===== src/sfd_pkg.sv =====
// ----------------------------------------------------------------------------
// sfd_pkg
// Shared types, codes and helpers for the stuffed frame deframer.
// ----------------------------------------------------------------------------
package sfd_pkg;

   localparam int unsigned QUEUE_DEPTH = 4;

   localparam logic [7:0] CHAR_SLASH  = 8'h2F;
   localparam logic [7:0] CHAR_DOLLAR = 8'h24;
   localparam logic [7:0] BYTE_MASK   = 8'hFF;

   // position of the next byte within a frame
   localparam logic [2:0] POS_IDLE    = 3'd0;
   localparam logic [2:0] POS_OPCODE  = 3'd1;
   localparam logic [2:0] POS_TYPE    = 3'd2;
   localparam logic [2:0] POS_LENGTH  = 3'd3;
   localparam logic [2:0] POS_PAYLOAD = 3'd4;

   typedef enum logic {
      KIND_DATA   = 1'b0,
      KIND_STATUS = 1'b1
   } sfd_kind_type;

   typedef enum logic [1:0] {
      STATUS_GOOD   = 2'd0,
      STATUS_BADSUM = 2'd1,
      STATUS_SHORT  = 2'd2
   } sfd_status_type;

   typedef struct packed {
      logic [7:0] rx_byte;
      logic       frame_start;
      logic       frame_end;
   } sfd_req_type;

   typedef struct packed {
      sfd_kind_type   kind;
      logic [7:0]     data_byte;
      logic [7:0]     opcode_field;
      logic [7:0]     type_field;
      logic [7:0]     declared_length;
      sfd_status_type status;
      logic           last;
   } sfd_rsp_type;

   // one queued input transaction: one or two results
   typedef struct packed {
      logic        pair;
      sfd_rsp_type first;
      sfd_rsp_type second;
   } sfd_entry_type;

   function automatic sfd_rsp_type make_rsp(
      input sfd_kind_type   kind,
      input logic [7:0]     data,
      input logic [7:0]     opcode,
      input logic [7:0]     dtype,
      input logic [7:0]     length,
      input sfd_status_type status
   );
      sfd_rsp_type r;
      r.kind            = kind;
      r.data_byte       = data;
      r.opcode_field    = opcode;
      r.type_field      = dtype;
      r.declared_length = length;
      r.status          = status;
      r.last            = 1'b0;
      return r;
   endfunction

endpackage


===== src/sfd_front.sv =====
// ----------------------------------------------------------------------------
// sfd_front
// Frame tracking, header capture, checksum and unstuffing; builds entries.
// ----------------------------------------------------------------------------
module sfd_front (
   input  logic                  clock,
   input  logic                  reset,
   input  logic                  accept,
   input  sfd_pkg::sfd_req_type  req,
   output logic                  push,
   output sfd_pkg::sfd_entry_type entry
);

   logic       in_frame_ff, in_frame_in;
   logic [2:0] pos_ff, pos_in;
   logic [7:0] sum_ff, sum_in;
   logic [7:0] opcode_ff, opcode_in;
   logic [7:0] type_ff, type_in;
   logic [7:0] length_ff, length_in;
   logic       slash_ff, slash_in;

   logic                 have_first;
   logic                 have_second;
   sfd_pkg::sfd_rsp_type first_rsp;
   sfd_pkg::sfd_rsp_type second_rsp;
   sfd_pkg::sfd_status_type end_status;

   always_comb begin
      in_frame_in = in_frame_ff;
      pos_in      = pos_ff;
      sum_in      = sum_ff;
      opcode_in   = opcode_ff;
      type_in     = type_ff;
      length_in   = length_ff;
      slash_in    = slash_ff;
      have_first  = 1'b0;
      have_second = 1'b0;
      first_rsp   = '0;
      second_rsp  = '0;
      end_status  = sfd_pkg::STATUS_GOOD;

      if (req.frame_start) begin
         // a start inside an open frame closes it as too short
         if (in_frame_ff) begin
            have_first = 1'b1;
            first_rsp  = sfd_pkg::make_rsp(sfd_pkg::KIND_STATUS, 8'd0, opcode_ff, type_ff,
                                           length_ff, sfd_pkg::STATUS_SHORT);
         end
         in_frame_in = 1'b1;
         pos_in      = sfd_pkg::POS_OPCODE;
         sum_in      = 8'd0;
         opcode_in   = 8'd0;
         type_in     = 8'd0;
         length_in   = 8'd0;
         slash_in    = 1'b0;
         if (req.frame_end) begin
            if (in_frame_ff) begin
               have_second = 1'b1;
               second_rsp  = sfd_pkg::make_rsp(sfd_pkg::KIND_STATUS, 8'd0, 8'd0, 8'd0, 8'd0,
                                               sfd_pkg::STATUS_SHORT);
            end else begin
               have_first = 1'b1;
               first_rsp  = sfd_pkg::make_rsp(sfd_pkg::KIND_STATUS, 8'd0, 8'd0, 8'd0, 8'd0,
                                              sfd_pkg::STATUS_SHORT);
            end
            in_frame_in = 1'b0;
            pos_in      = sfd_pkg::POS_IDLE;
         end
      end else if (in_frame_ff) begin
         if (req.frame_end) begin
            if (pos_ff != sfd_pkg::POS_PAYLOAD) begin
               end_status = sfd_pkg::STATUS_SHORT;
            end else if (req.rx_byte == (sum_ff ^ sfd_pkg::BYTE_MASK)) begin
               end_status = sfd_pkg::STATUS_GOOD;
            end else begin
               end_status = sfd_pkg::STATUS_BADSUM;
            end
            if (slash_ff) begin
               have_first  = 1'b1;
               have_second = 1'b1;
               first_rsp   = sfd_pkg::make_rsp(sfd_pkg::KIND_DATA, sfd_pkg::CHAR_SLASH,
                                               opcode_ff, type_ff, length_ff,
                                               sfd_pkg::STATUS_GOOD);
               second_rsp  = sfd_pkg::make_rsp(sfd_pkg::KIND_STATUS, 8'd0, opcode_ff,
                                               type_ff, length_ff, end_status);
            end else begin
               have_first = 1'b1;
               first_rsp  = sfd_pkg::make_rsp(sfd_pkg::KIND_STATUS, 8'd0, opcode_ff,
                                              type_ff, length_ff, end_status);
            end
            in_frame_in = 1'b0;
            pos_in      = sfd_pkg::POS_IDLE;
            slash_in    = 1'b0;
         end else begin
            sum_in = sum_ff + req.rx_byte;
            unique case (pos_ff)
               sfd_pkg::POS_OPCODE: begin
                  opcode_in = req.rx_byte;
                  pos_in    = sfd_pkg::POS_TYPE;
               end
               sfd_pkg::POS_TYPE: begin
                  type_in = req.rx_byte;
                  pos_in  = sfd_pkg::POS_LENGTH;
               end
               sfd_pkg::POS_LENGTH: begin
                  length_in = req.rx_byte;
                  pos_in    = sfd_pkg::POS_PAYLOAD;
               end
               default: begin
                  pos_in = sfd_pkg::POS_PAYLOAD;
                  if (slash_ff) begin
                     slash_in   = 1'b0;
                     have_first = 1'b1;
                     if (req.rx_byte == sfd_pkg::CHAR_DOLLAR) begin
                        first_rsp = sfd_pkg::make_rsp(sfd_pkg::KIND_DATA, sfd_pkg::CHAR_DOLLAR,
                                                      opcode_ff, type_ff, length_ff,
                                                      sfd_pkg::STATUS_GOOD);
                     end else begin
                        first_rsp = sfd_pkg::make_rsp(sfd_pkg::KIND_DATA, sfd_pkg::CHAR_SLASH,
                                                      opcode_ff, type_ff, length_ff,
                                                      sfd_pkg::STATUS_GOOD);
                        if (req.rx_byte == sfd_pkg::CHAR_SLASH) begin
                           slash_in = 1'b1;
                        end else begin
                           have_second = 1'b1;
                           second_rsp  = sfd_pkg::make_rsp(sfd_pkg::KIND_DATA, req.rx_byte,
                                                           opcode_ff, type_ff, length_ff,
                                                           sfd_pkg::STATUS_GOOD);
                        end
                     end
                  end else if (req.rx_byte == sfd_pkg::CHAR_SLASH) begin
                     slash_in = 1'b1;
                  end else begin
                     have_first = 1'b1;
                     first_rsp  = sfd_pkg::make_rsp(sfd_pkg::KIND_DATA, req.rx_byte,
                                                    opcode_ff, type_ff, length_ff,
                                                    sfd_pkg::STATUS_GOOD);
                  end
               end
            endcase
         end
      end

      if (have_second) begin
         second_rsp.last = 1'b1;
      end else begin
         first_rsp.last = 1'b1;
      end
   end

   assign push         = accept && have_first;
   assign entry.pair   = have_second;
   assign entry.first  = first_rsp;
   assign entry.second = second_rsp;

   always_ff @(posedge clock) begin
      if (reset) begin
         in_frame_ff <= 1'b0;
         pos_ff      <= sfd_pkg::POS_IDLE;
         sum_ff      <= 8'd0;
         opcode_ff   <= 8'd0;
         type_ff     <= 8'd0;
         length_ff   <= 8'd0;
         slash_ff    <= 1'b0;
      end else if (accept) begin
         in_frame_ff <= in_frame_in;
         pos_ff      <= pos_in;
         sum_ff      <= sum_in;
         opcode_ff   <= opcode_in;
         type_ff     <= type_in;
         length_ff   <= length_in;
         slash_ff    <= slash_in;
      end
   end

`ifndef NO_ASSERTIONS
   a_pos_tracks_frame: assert property (@(posedge clock) disable iff (reset)
      (pos_ff == sfd_pkg::POS_IDLE) == !in_frame_ff)
      else $error("byte position out of step with frame state");

   a_slash_in_payload: assert property (@(posedge clock) disable iff (reset)
      slash_ff |-> (in_frame_ff && pos_ff == sfd_pkg::POS_PAYLOAD))
      else $error("pending slash outside payload");
`endif

endmodule


===== src/sfd_queue.sv =====
// ----------------------------------------------------------------------------
// sfd_queue
// Small register queue of entries between front and back.
// ----------------------------------------------------------------------------
module sfd_queue #(
   parameter int unsigned DEPTH = sfd_pkg::QUEUE_DEPTH
) (
   input  logic                   clock,
   input  logic                   reset,
   input  logic                   push,
   input  sfd_pkg::sfd_entry_type push_entry,
   input  logic                   pop,
   output sfd_pkg::sfd_entry_type head,
   output logic                   empty,
   output logic                   full
);

   localparam int unsigned PTR_W = (DEPTH > 1) ? $clog2(DEPTH) : 1;
   localparam int unsigned CNT_W = $clog2(DEPTH + 1);

   sfd_pkg::sfd_entry_type entry_ff [DEPTH];
   logic [PTR_W-1:0] wr_ptr_ff, wr_ptr_in;
   logic [PTR_W-1:0] rd_ptr_ff, rd_ptr_in;
   logic [CNT_W-1:0] count_ff, count_in;

   function automatic logic [PTR_W-1:0] next_ptr(input logic [PTR_W-1:0] p);
      logic [PTR_W-1:0] n;
      n = (p == PTR_W'(DEPTH - 1)) ? '0 : p + 1'b1;
      return n;
   endfunction

   assign empty = (count_ff == '0);
   assign full  = (count_ff == CNT_W'(DEPTH));
   assign head  = entry_ff[rd_ptr_ff];

   always_comb begin
      wr_ptr_in = push ? next_ptr(wr_ptr_ff) : wr_ptr_ff;
      rd_ptr_in = pop  ? next_ptr(rd_ptr_ff) : rd_ptr_ff;
      count_in  = count_ff;
      if (push && !pop) begin
         count_in = count_ff + 1'b1;
      end else if (pop && !push) begin
         count_in = count_ff - 1'b1;
      end
   end

   always_ff @(posedge clock) begin
      if (push) begin
         entry_ff[wr_ptr_ff] <= push_entry;
      end
   end

   always_ff @(posedge clock) begin
      if (reset) begin
         wr_ptr_ff <= '0;
         rd_ptr_ff <= '0;
         count_ff  <= '0;
      end else begin
         wr_ptr_ff <= wr_ptr_in;
         rd_ptr_ff <= rd_ptr_in;
         count_ff  <= count_in;
      end
   end

`ifndef NO_ASSERTIONS
   a_no_overflow: assert property (@(posedge clock) disable iff (reset)
      push |-> !full)
      else $error("queue written while full");

   a_no_underflow: assert property (@(posedge clock) disable iff (reset)
      pop |-> !empty)
      else $error("queue read while empty");
`endif

endmodule


===== src/sfd_back.sv =====
// ----------------------------------------------------------------------------
// sfd_back
// Unpacks queued entries into single results behind an output register.
// ----------------------------------------------------------------------------
module sfd_back (
   input  logic                   clock,
   input  logic                   reset,
   input  sfd_pkg::sfd_entry_type head,
   input  logic                   head_valid,
   output logic                   pop,
   output logic                   rsp_valid,
   input  logic                   rsp_stall,
   output sfd_pkg::sfd_rsp_type   rsp_payload
);

   logic                 rsp_valid_ff, rsp_valid_in;
   sfd_pkg::sfd_rsp_type rsp_data_ff;
   logic                 idx_ff, idx_in;
   logic                 load;

   // output register free, or emptied this cycle
   assign load = head_valid && (!rsp_valid_ff || !rsp_stall);
   assign pop  = load && (!head.pair || idx_ff);

   always_comb begin
      idx_in       = load ? (head.pair && !idx_ff) : idx_ff;
      rsp_valid_in = rsp_valid_ff && rsp_stall;
      if (load) begin
         rsp_valid_in = 1'b1;
      end
   end

   always_ff @(posedge clock) begin
      if (reset) begin
         rsp_valid_ff <= 1'b0;
         idx_ff       <= 1'b0;
      end else begin
         rsp_valid_ff <= rsp_valid_in;
         idx_ff       <= idx_in;
      end
   end

   always_ff @(posedge clock) begin
      if (load) begin
         rsp_data_ff <= idx_ff ? head.second : head.first;
      end
   end

   assign rsp_valid   = rsp_valid_ff;
   assign rsp_payload = rsp_data_ff;

`ifndef NO_ASSERTIONS
   a_second_needs_pair: assert property (@(posedge clock) disable iff (reset)
      idx_ff |-> (head_valid && head.pair))
      else $error("second result selected without a paired entry");
`endif

endmodule


===== src/stuffed_frame_deframer_core.sv =====
// Path: a result reaches rsp through the entry queue, which the front writes on the edge that
// accepts its byte transaction, and then the output register, which the back loads from it.
// Throughput: one byte per cycle while req_stall is low; a byte that yields two results
// holds the output port for both results in turn, and the entry queue absorbs these bursts.
// req_stall rises only when the entry queue (QUEUE_DEPTH entries) is full.
// Reset is synchronous and active high; it clears frame state, queue and output valid.
// ----------------------------------------------------------------------------
// stuffed_frame_deframer_core
// Byte-stuffed frame deframer with header capture and inverted-sum check.
// ----------------------------------------------------------------------------
module stuffed_frame_deframer_core #(
   parameter int unsigned QUEUE_DEPTH = sfd_pkg::QUEUE_DEPTH
) (
   input  logic                 clock,
   input  logic                 reset,
   // byte transactions in
   input  logic                 req_valid,
   output logic                 req_stall,
   input  sfd_pkg::sfd_req_type req_payload,
   // result transactions out
   output logic                 rsp_valid,
   input  logic                 rsp_stall,
   output sfd_pkg::sfd_rsp_type rsp_payload
);

   logic                   accept;
   logic                   push;
   logic                   pop;
   logic                   q_empty;
   logic                   q_full;
   sfd_pkg::sfd_entry_type push_entry;
   sfd_pkg::sfd_entry_type head;

   // Stall from the full flag of the registered queue count, so no path from rsp_stall to req_stall.
   assign req_stall = q_full;
   assign accept    = req_valid && !req_stall;

   // Front: tracks the frame, sums, captures header, undoes '/' '$' stuffing.
   // Each accepted byte gives zero, one or two results packed as one entry.
   sfd_front u_front (
      .clock (clock),
      .reset (reset),
      .accept(accept),
      .req   (req_payload),
      .push  (push),
      .entry (push_entry)
   );

   // Queue: decouples the byte-rate front from the result-rate back.
   sfd_queue #(
      .DEPTH(QUEUE_DEPTH)
   ) u_queue (
      .clock     (clock),
      .reset     (reset),
      .push      (push),
      .push_entry(push_entry),
      .pop       (pop),
      .head      (head),
      .empty     (q_empty),
      .full      (q_full)
   );

   // Back: one result per cycle into the output register while rsp_stall does not hold it.
   sfd_back u_back (
      .clock      (clock),
      .reset      (reset),
      .head       (head),
      .head_valid (!q_empty),
      .pop        (pop),
      .rsp_valid  (rsp_valid),
      .rsp_stall  (rsp_stall),
      .rsp_payload(rsp_payload)
   );

endmodule


===== config.mk =====
export PLATFORM = sky130hd
export DESIGN_NAME = stuffed_frame_deframer_core
export DESIGN_NICKNAME = d
export VERILOG_FILES = /design/src/sfd_pkg.sv /design/src/sfd_front.sv /design/src/sfd_queue.sv /design/src/sfd_back.sv /design/src/stuffed_frame_deframer_core.sv
export SDC_FILE = /design/constraint.sdc
export NUM_CORES = 1
export LEC_CHECK = 0
export ABC_AREA = 1
export BUFFER_PORTS_ARGS = -buffer_cell sky130_fd_sc_hd__buf_2
export CORE_UTILIZATION = 45
export DETAILED_ROUTE_END_ITERATION = 12
export MAX_ROUTING_LAYER = met4
export PLACE_DENSITY = 0.67
export REMOVE_ABC_BUFFERS = 1
export SLEW_MARGIN = 5
export SYNTH_ARGS = -nofsm -noshare
export SYNTH_HDL_FRONTEND = slang
export SYNTH_SLANG_ARGS = --single-unit

===== constraint.sdc =====
create_clock -name clock -period 7.3 [get_ports clock]
set_clock_uncertainty 0.05 [all_clocks]
set_input_delay 0.365 -clock clock [delete_from_list [all_inputs] [get_ports clock]]
set_output_delay 0.365 -clock clock [all_outputs]
set_load 0.05 [all_outputs]

## After elaboration in Yosys (flattened, before gate mapping)

Memory sizes are Yosys's and may differ from the RTL's. A register that Yosys moved wholly into a read port is not among the register bits.
Cells that the tools add are included.

- Add/sub/neg operators: 5
- Equal/unequal tests: 12
- Multiplexer cells: 81
- Bitwise operators: 1
- Reductions and logical operators: 31

Operator list:

| cell | number |
|---|---|
| two-way mux 36 bit | 19 |
| two-way mux 8 bit | 15 |
| two-way mux 35 bit | 1 |
| two-way mux 1 bit | 34 |
| two-way mux 31 bit | 1 |
| equality test 8 x 6 -> 1 bit, second input constant | 2 |
| two-way mux 3 bit | 5 |
| AND reduction 4 bit | 3 |
| two-way mux 2 bit | 5 |
| nonzero test 2 bit | 5 |
| adder 8 bit | 1 |
| equality test 8 bit | 1 |
| logical AND 1 bit | 8 |
| zero test 1 bit | 8 |
| inverter 8 bit | 1 |
| equality test 3 x 2 -> 1 bit, second input constant | 2 |
| one-hot mux 3 bit (2 select lines) | 1 |
| AND reduction 3 bit | 2 |
| adder 2 x 1 -> 2 bit, second input constant | 2 |
| equality test 2 bit, second input constant | 2 |
| adder 3 x 1 -> 3 bit, second input constant | 1 |
| equality test 3 x 1 -> 1 bit, second input constant | 1 |
| equality test 3 bit, second input constant | 1 |
| zero test 3 bit | 1 |
| other kinds (7) | 8 |

- Flip-flop bits (word level): 82
- RAM bits: 292
- Input port bits: 14
- Output and inout port bits: 38
- Word-level logic and storage cells: 150
- Memories: 1

Memories:

| name | words | bits a word | rd ports | clocked after memory_dff | write ports | RTL line | source |
|---|---|---|---|---|---|---|---|
| u_queue.entry_ff | 4 | 73 | 1 | 1 | 1 | sfd_queue.sv:21 | `sfd_pkg::sfd_entry_type entry_ff [DEPTH];` |

## Depth between registers and ports, before layout

- Word-level depth: 12
- Depth in mapped cells: 16
- Gate-level depth less buffers: 16

## By module

A second synthesis with hierarchy kept.

- Cells, all modules: 1354
- Area, all modules: 15523.6 µm²

Modules (own cells, without submodules):

| module | times used | cells an instance | area each (µm²) | seq. area each (µm²) |
|---|---|---|---|---|
| sfd_queue | 1 | 765 | 11293.3 | 8948.6 |
| sfd_front | 1 | 420 | 2567.5 | 740.7 |
| sfd_back | 1 | 166 | 1649.1 | 1121.1 |
| stuffed_frame_deframer_core | 1 | 3 | 13.8 | 0.0 |

## Worst setup path after synthesis

No wires, ideal clock.

- Path kind: register -> register
- Start: register u_queue.count_ff[0]
- End: memory u_queue.entry_ff[0][0] (netlist name) (enable)
- Setup time: 503 ps
- Arrival: 4111 ps
- Data required time: 6747 ps
- Slack: 2636 ps
- Stages on the path, launching flop included: 7
- Path buffers: 0
- Period minus slack after synthesis: 4664 ps
- Cell sequence: dfxtp_1 -> inv_1 -> nand3_1 -> nand2_1 -> nor2_1 -> nand2_1 -> nor2_1

- Word-level cells in the longest chain between the ends: 6

RTL lines:

| element | RTL line | source |
|---|---|---|
| start: declaration | sfd_queue.sv:24 | `logic [CNT_W-1:0] count_ff, count_in;` |
| start signal: assignment | sfd_queue.sv:61 | `count_ff <= count_in;` |
| equality test 3 bit | sfd_queue.sv:33 | `assign full = (count_ff == CNT_W'(DEPTH));` |
| zero test 1 bit | stuffed_frame_deframer_core.sv:36 | `assign accept = req_valid && !req_stall;` |
| logical AND 1 bit | stuffed_frame_deframer_core.sv:36 |  |
| logical AND 1 bit | sfd_front.sv:151 | `assign push = accept && have_first;` |
| two-way mux 1 bit | sfd_queue.sv:48 | `if (push) begin` |
| two-way mux 1 bit (implied by the code) | sfd_queue.sv:49 | `entry_ff[wr_ptr_ff] <= push_entry;` |
| end: declaration | sfd_queue.sv:21 |  |

Every way passes these cells.

## Final worst setup path

- Start: register u_queue.count_ff[0]
- End: memory u_queue.entry_ff[2][54] (netlist name) (enable)

Same word-level chain as after synthesis.

==> flow_summary_export.csv <==
group,metric,value,unit
clock_network,root_buffer,"clkbuf_16",
yosys,synth_cell_type_count,38,
die,rows,67,
yosys,yosys-mux-area-fraction,0,
global_routing,grt_max_degree,111,
critical_path,arrival,3.29,ns
global_routing,grtUsageTotal,0.194,
routing,vias,9798,
routing,drt_iter0_markers,860,
clock_network,worst_skew_pair.late_latency,0.52,ns
critical_path,end_kind,"flip-flop",
die,die_area,34800,sq um
timing,finalSetupViolCount,0,
yosys,yosysWarnings,0,
yosys,synth_seq_cells,372,
yosys,yosys.area_share.simple,0.122,
yosys,synth_top_family_by_area,"compound AO/OA/AOI/OAI gates",
clock_network,clockBufferDepth,3,
die,die_x,186,um
critical_path,path_class,"flip-flop to flip-flop",
yosys,synth_fa_ha_area_frac,0.0132,
timing,finalSetupTns,0,ns
yosys,ys_top_cells_by_area,"edfxtp_1 64%, nor2_1 7.5%, dfxtp_1 6.3%",
yosys,synth_xor_area_frac,0.00114,
clock_network,h-tree-depth,2,
power,cellInternalPower,4.01,mW
yosys,synth_area_leader_cell,"edfxtp_1",
yosys,synth-seq-area-share,0.698,
final_layout,regArea,10700,sq um
critical_path,start_kind,"flip-flop",
clock_network,clk_pin_slew,0.06,ns
yosys,synthFlopType,"edfxtp_1",
yosys,synth_commonest_cells,"324 x edfxtp_1, 307 x nor2_1, 158 x o21ai_0",
critical_path,r2r_cells,7,
final_layout,final_core_util,0.510,
final_layout,final_nets,1379,
place,place_ws,4.10,ns
final_layout,drive_gt1_frac,0.129,
yosys,synth_compound_area_frac,0.123,
timing,worst_pin_slew,1.14,ns
power,p_per_area,352,nW/um^2
hold_path,holdPathStages,2,
timing,maxSlewViolCount,0,
timing,fmax,313,MHz
routing,drc,0,
clock_network,cts_tree,"yes",
timing,rsz0062_at_grt,"no",
power,p_leak,5.69,nW
yosys,syn_inst,1317,
global_routing,grt_overflow,0,
place,dpl.hpwl,17500,um
hold_path,min_path_type,"input pin to flip-flop",
routing,drt_pass1_iterations,5,
routing,viasPerCell,5.36,
clock_network,cts_buffers,39,
place,io_buffer_count,51,
clock_network,cts.sinks,372,
timing,slew_headroom,0.242,
power,ir_worst_vdd,0.391,mV
yosys,synthesis.area,15300,sq um
critical_path,crit_path_max_fanout,58,
power,clkPwrFrac,0.310,
timing,hold_viol,0,
final_layout,multi_input_area,4010,sq um
die,boundaryPins,52,
final_layout,antenna_cells,0,
final_layout,nFillCells,2946,
status,status,"completed",
global_routing,grt_pass1_vias,9693,
place,routabilityCongestion,0.902,
place,place_inst,1757,
critical_path,crit_required,7.39,ns
timing,period_share,0.438,
yosys,synth-async-reset-ratio,0,
yosys,synth-edff-count,324,
die,core_area,33500,sq um
power,power_switching,2.00,mW
clock_network,cts_resized,0,
yosys,synth_top_area_frac,0.636,
routing,drt-total-wl,32500,um
yosys,syn_area_per_cell,11.6,sq um
timing,final.setup.worst_slack,4.10,ns
global_routing,antenna_found_initial,0,
final_layout,layoutNonFillerInstCount,1827,
power,netSwitchingFraction,0.333,
routing,wl_per_cell,17.8,um
power,seq_power_share,0.443,
clock_network,cts_setup_buffers,0,
die,die_height,186,um
routing,ant_nets,0,
job,maxCapViolations,0,
die,start_util,0.456,
timing,period_minus_slack,3.20,ns
final_layout,area_growth,11.7,%
global_routing,grt_pass1_wl,51700,um
clock_network,postCtsHoldBufs,0,
power,combPwrFrac,0.246,
yosys,yosysMostFrequentCell,"edfxtp_1",
==> per-layer routing <==
| layer | routed length (um) | GRT usage |
|---|---|---|
| met5 | 0 | - |
| met4 | 627 | 0.0531 |
| met3 | 1760 | 0.0301 |
| met2 | 15900 | 0.319 |
| met1 | 14200 | 0.250 |
==> final cells by class <==
class	count	area share
repair buffers	62	0.0198
clock buffers	61	0.0656
flip-flops and latches	372	0.625
well taps	448	0.0328
clock inverters	9	0.00446
inverters	77	0.0173
multi-input cells	798	0.235
==> flip-flops by register name, indices dropped and copies added, names as in the netlist, named ones only <==
name and cells:
u_queue.rd_ptr_ff 2, u_front.pos_ff 3, u_queue.wr_ptr_ff 2, u_front.opcode_ff 8
u_back.rsp_valid 1, u_back.rsp_payload 36, u_queue.count_ff 3, u_front.in_frame_ff 1
u_back.idx_ff 1, u_front.slash_ff 1, u_queue.entry_ff 288, u_front.length_ff 8
u_front.sum_ff 8, u_front.type_ff 8
==> layout by cell type, fill, tap and decap left out, drive strengths merged, types with 3 or more instances in the layout <==
cell / synthesis / layout
a21oi: 77 / 77
nor3: 11 / 11
inv: 77 / 77
o22ai: 35 / 35
a31oi: 38 / 38
o21ai: 180 / 180
dfxtp: 48 / 48
nand2: 89 / 89
nor2: 311 / 311
nand3: 30 / 30
clkinv: 0 / 5
clkbuf: 32 / 61
buf: 38 / 62
clkinvlp: 0 / 3
edfxtp: 324 / 324
nand4: 5 / 5
ha: 13 / 13
==> stage by stage <==
step / cell area [sq um] / hold slack (ns) / total power, mW
after floorplan: 15000 / 0.377 / 3.78
after global placement: 15900 / 0.409 / 4.19
after detailed placement: 15900 / 0.413 / 4.21
after CTS: 17100 / 0.157 / 6.07
after global routing: 17100 / 0.171 / 6.30
final: 17100 / 0.169 / 6.02
==> critical path, stage by stage, from the launching register on <==
cell     delay [ns]
dfxtp_1        0.38
inv_1          0.12
nand3_1        0.18
nand2_1        0.16
nor2_1         0.28
nand2_1        0.31
nor2_4         0.48
buf_4          0.77
==> path summary, 6_finish.rpt <==
path	from	to	slack, ns
worst max register to register	u_queue.count_ff[0]	u_queue.entry_ff[2][54]	4.10
worst min register to register	u_front.pos_ff[2]	u_front.pos_ff[2]	0.42
worst min-delay path	reset	u_front.opcode_ff[7]	0.17
worst max-delay path	u_queue.count_ff[0]	u_queue.entry_ff[2][54]	4.10
==> logic make-up (layout without fill, tap and decap cells) <==
kind of cell	Yosys count	count (layout)
buf+inv	147	209
simple gates	450	450
fa+ha+maj	15	15
xor+xnor	2	2
compound gates	331	331
flops	372	372
==> power groups by stage <==
stage	clock network, mW	registers, mW	logic, mW
after floorplan	0	3.13	0.644
after CTS	1.89	2.67	1.50
after global placement	0	2.71	1.47
final	1.87	2.67	1.48
after global routing	1.98	2.69	1.63
after detailed placement	0	2.71	1.50
Note: power is estimated with default switching activity, not from simulation.
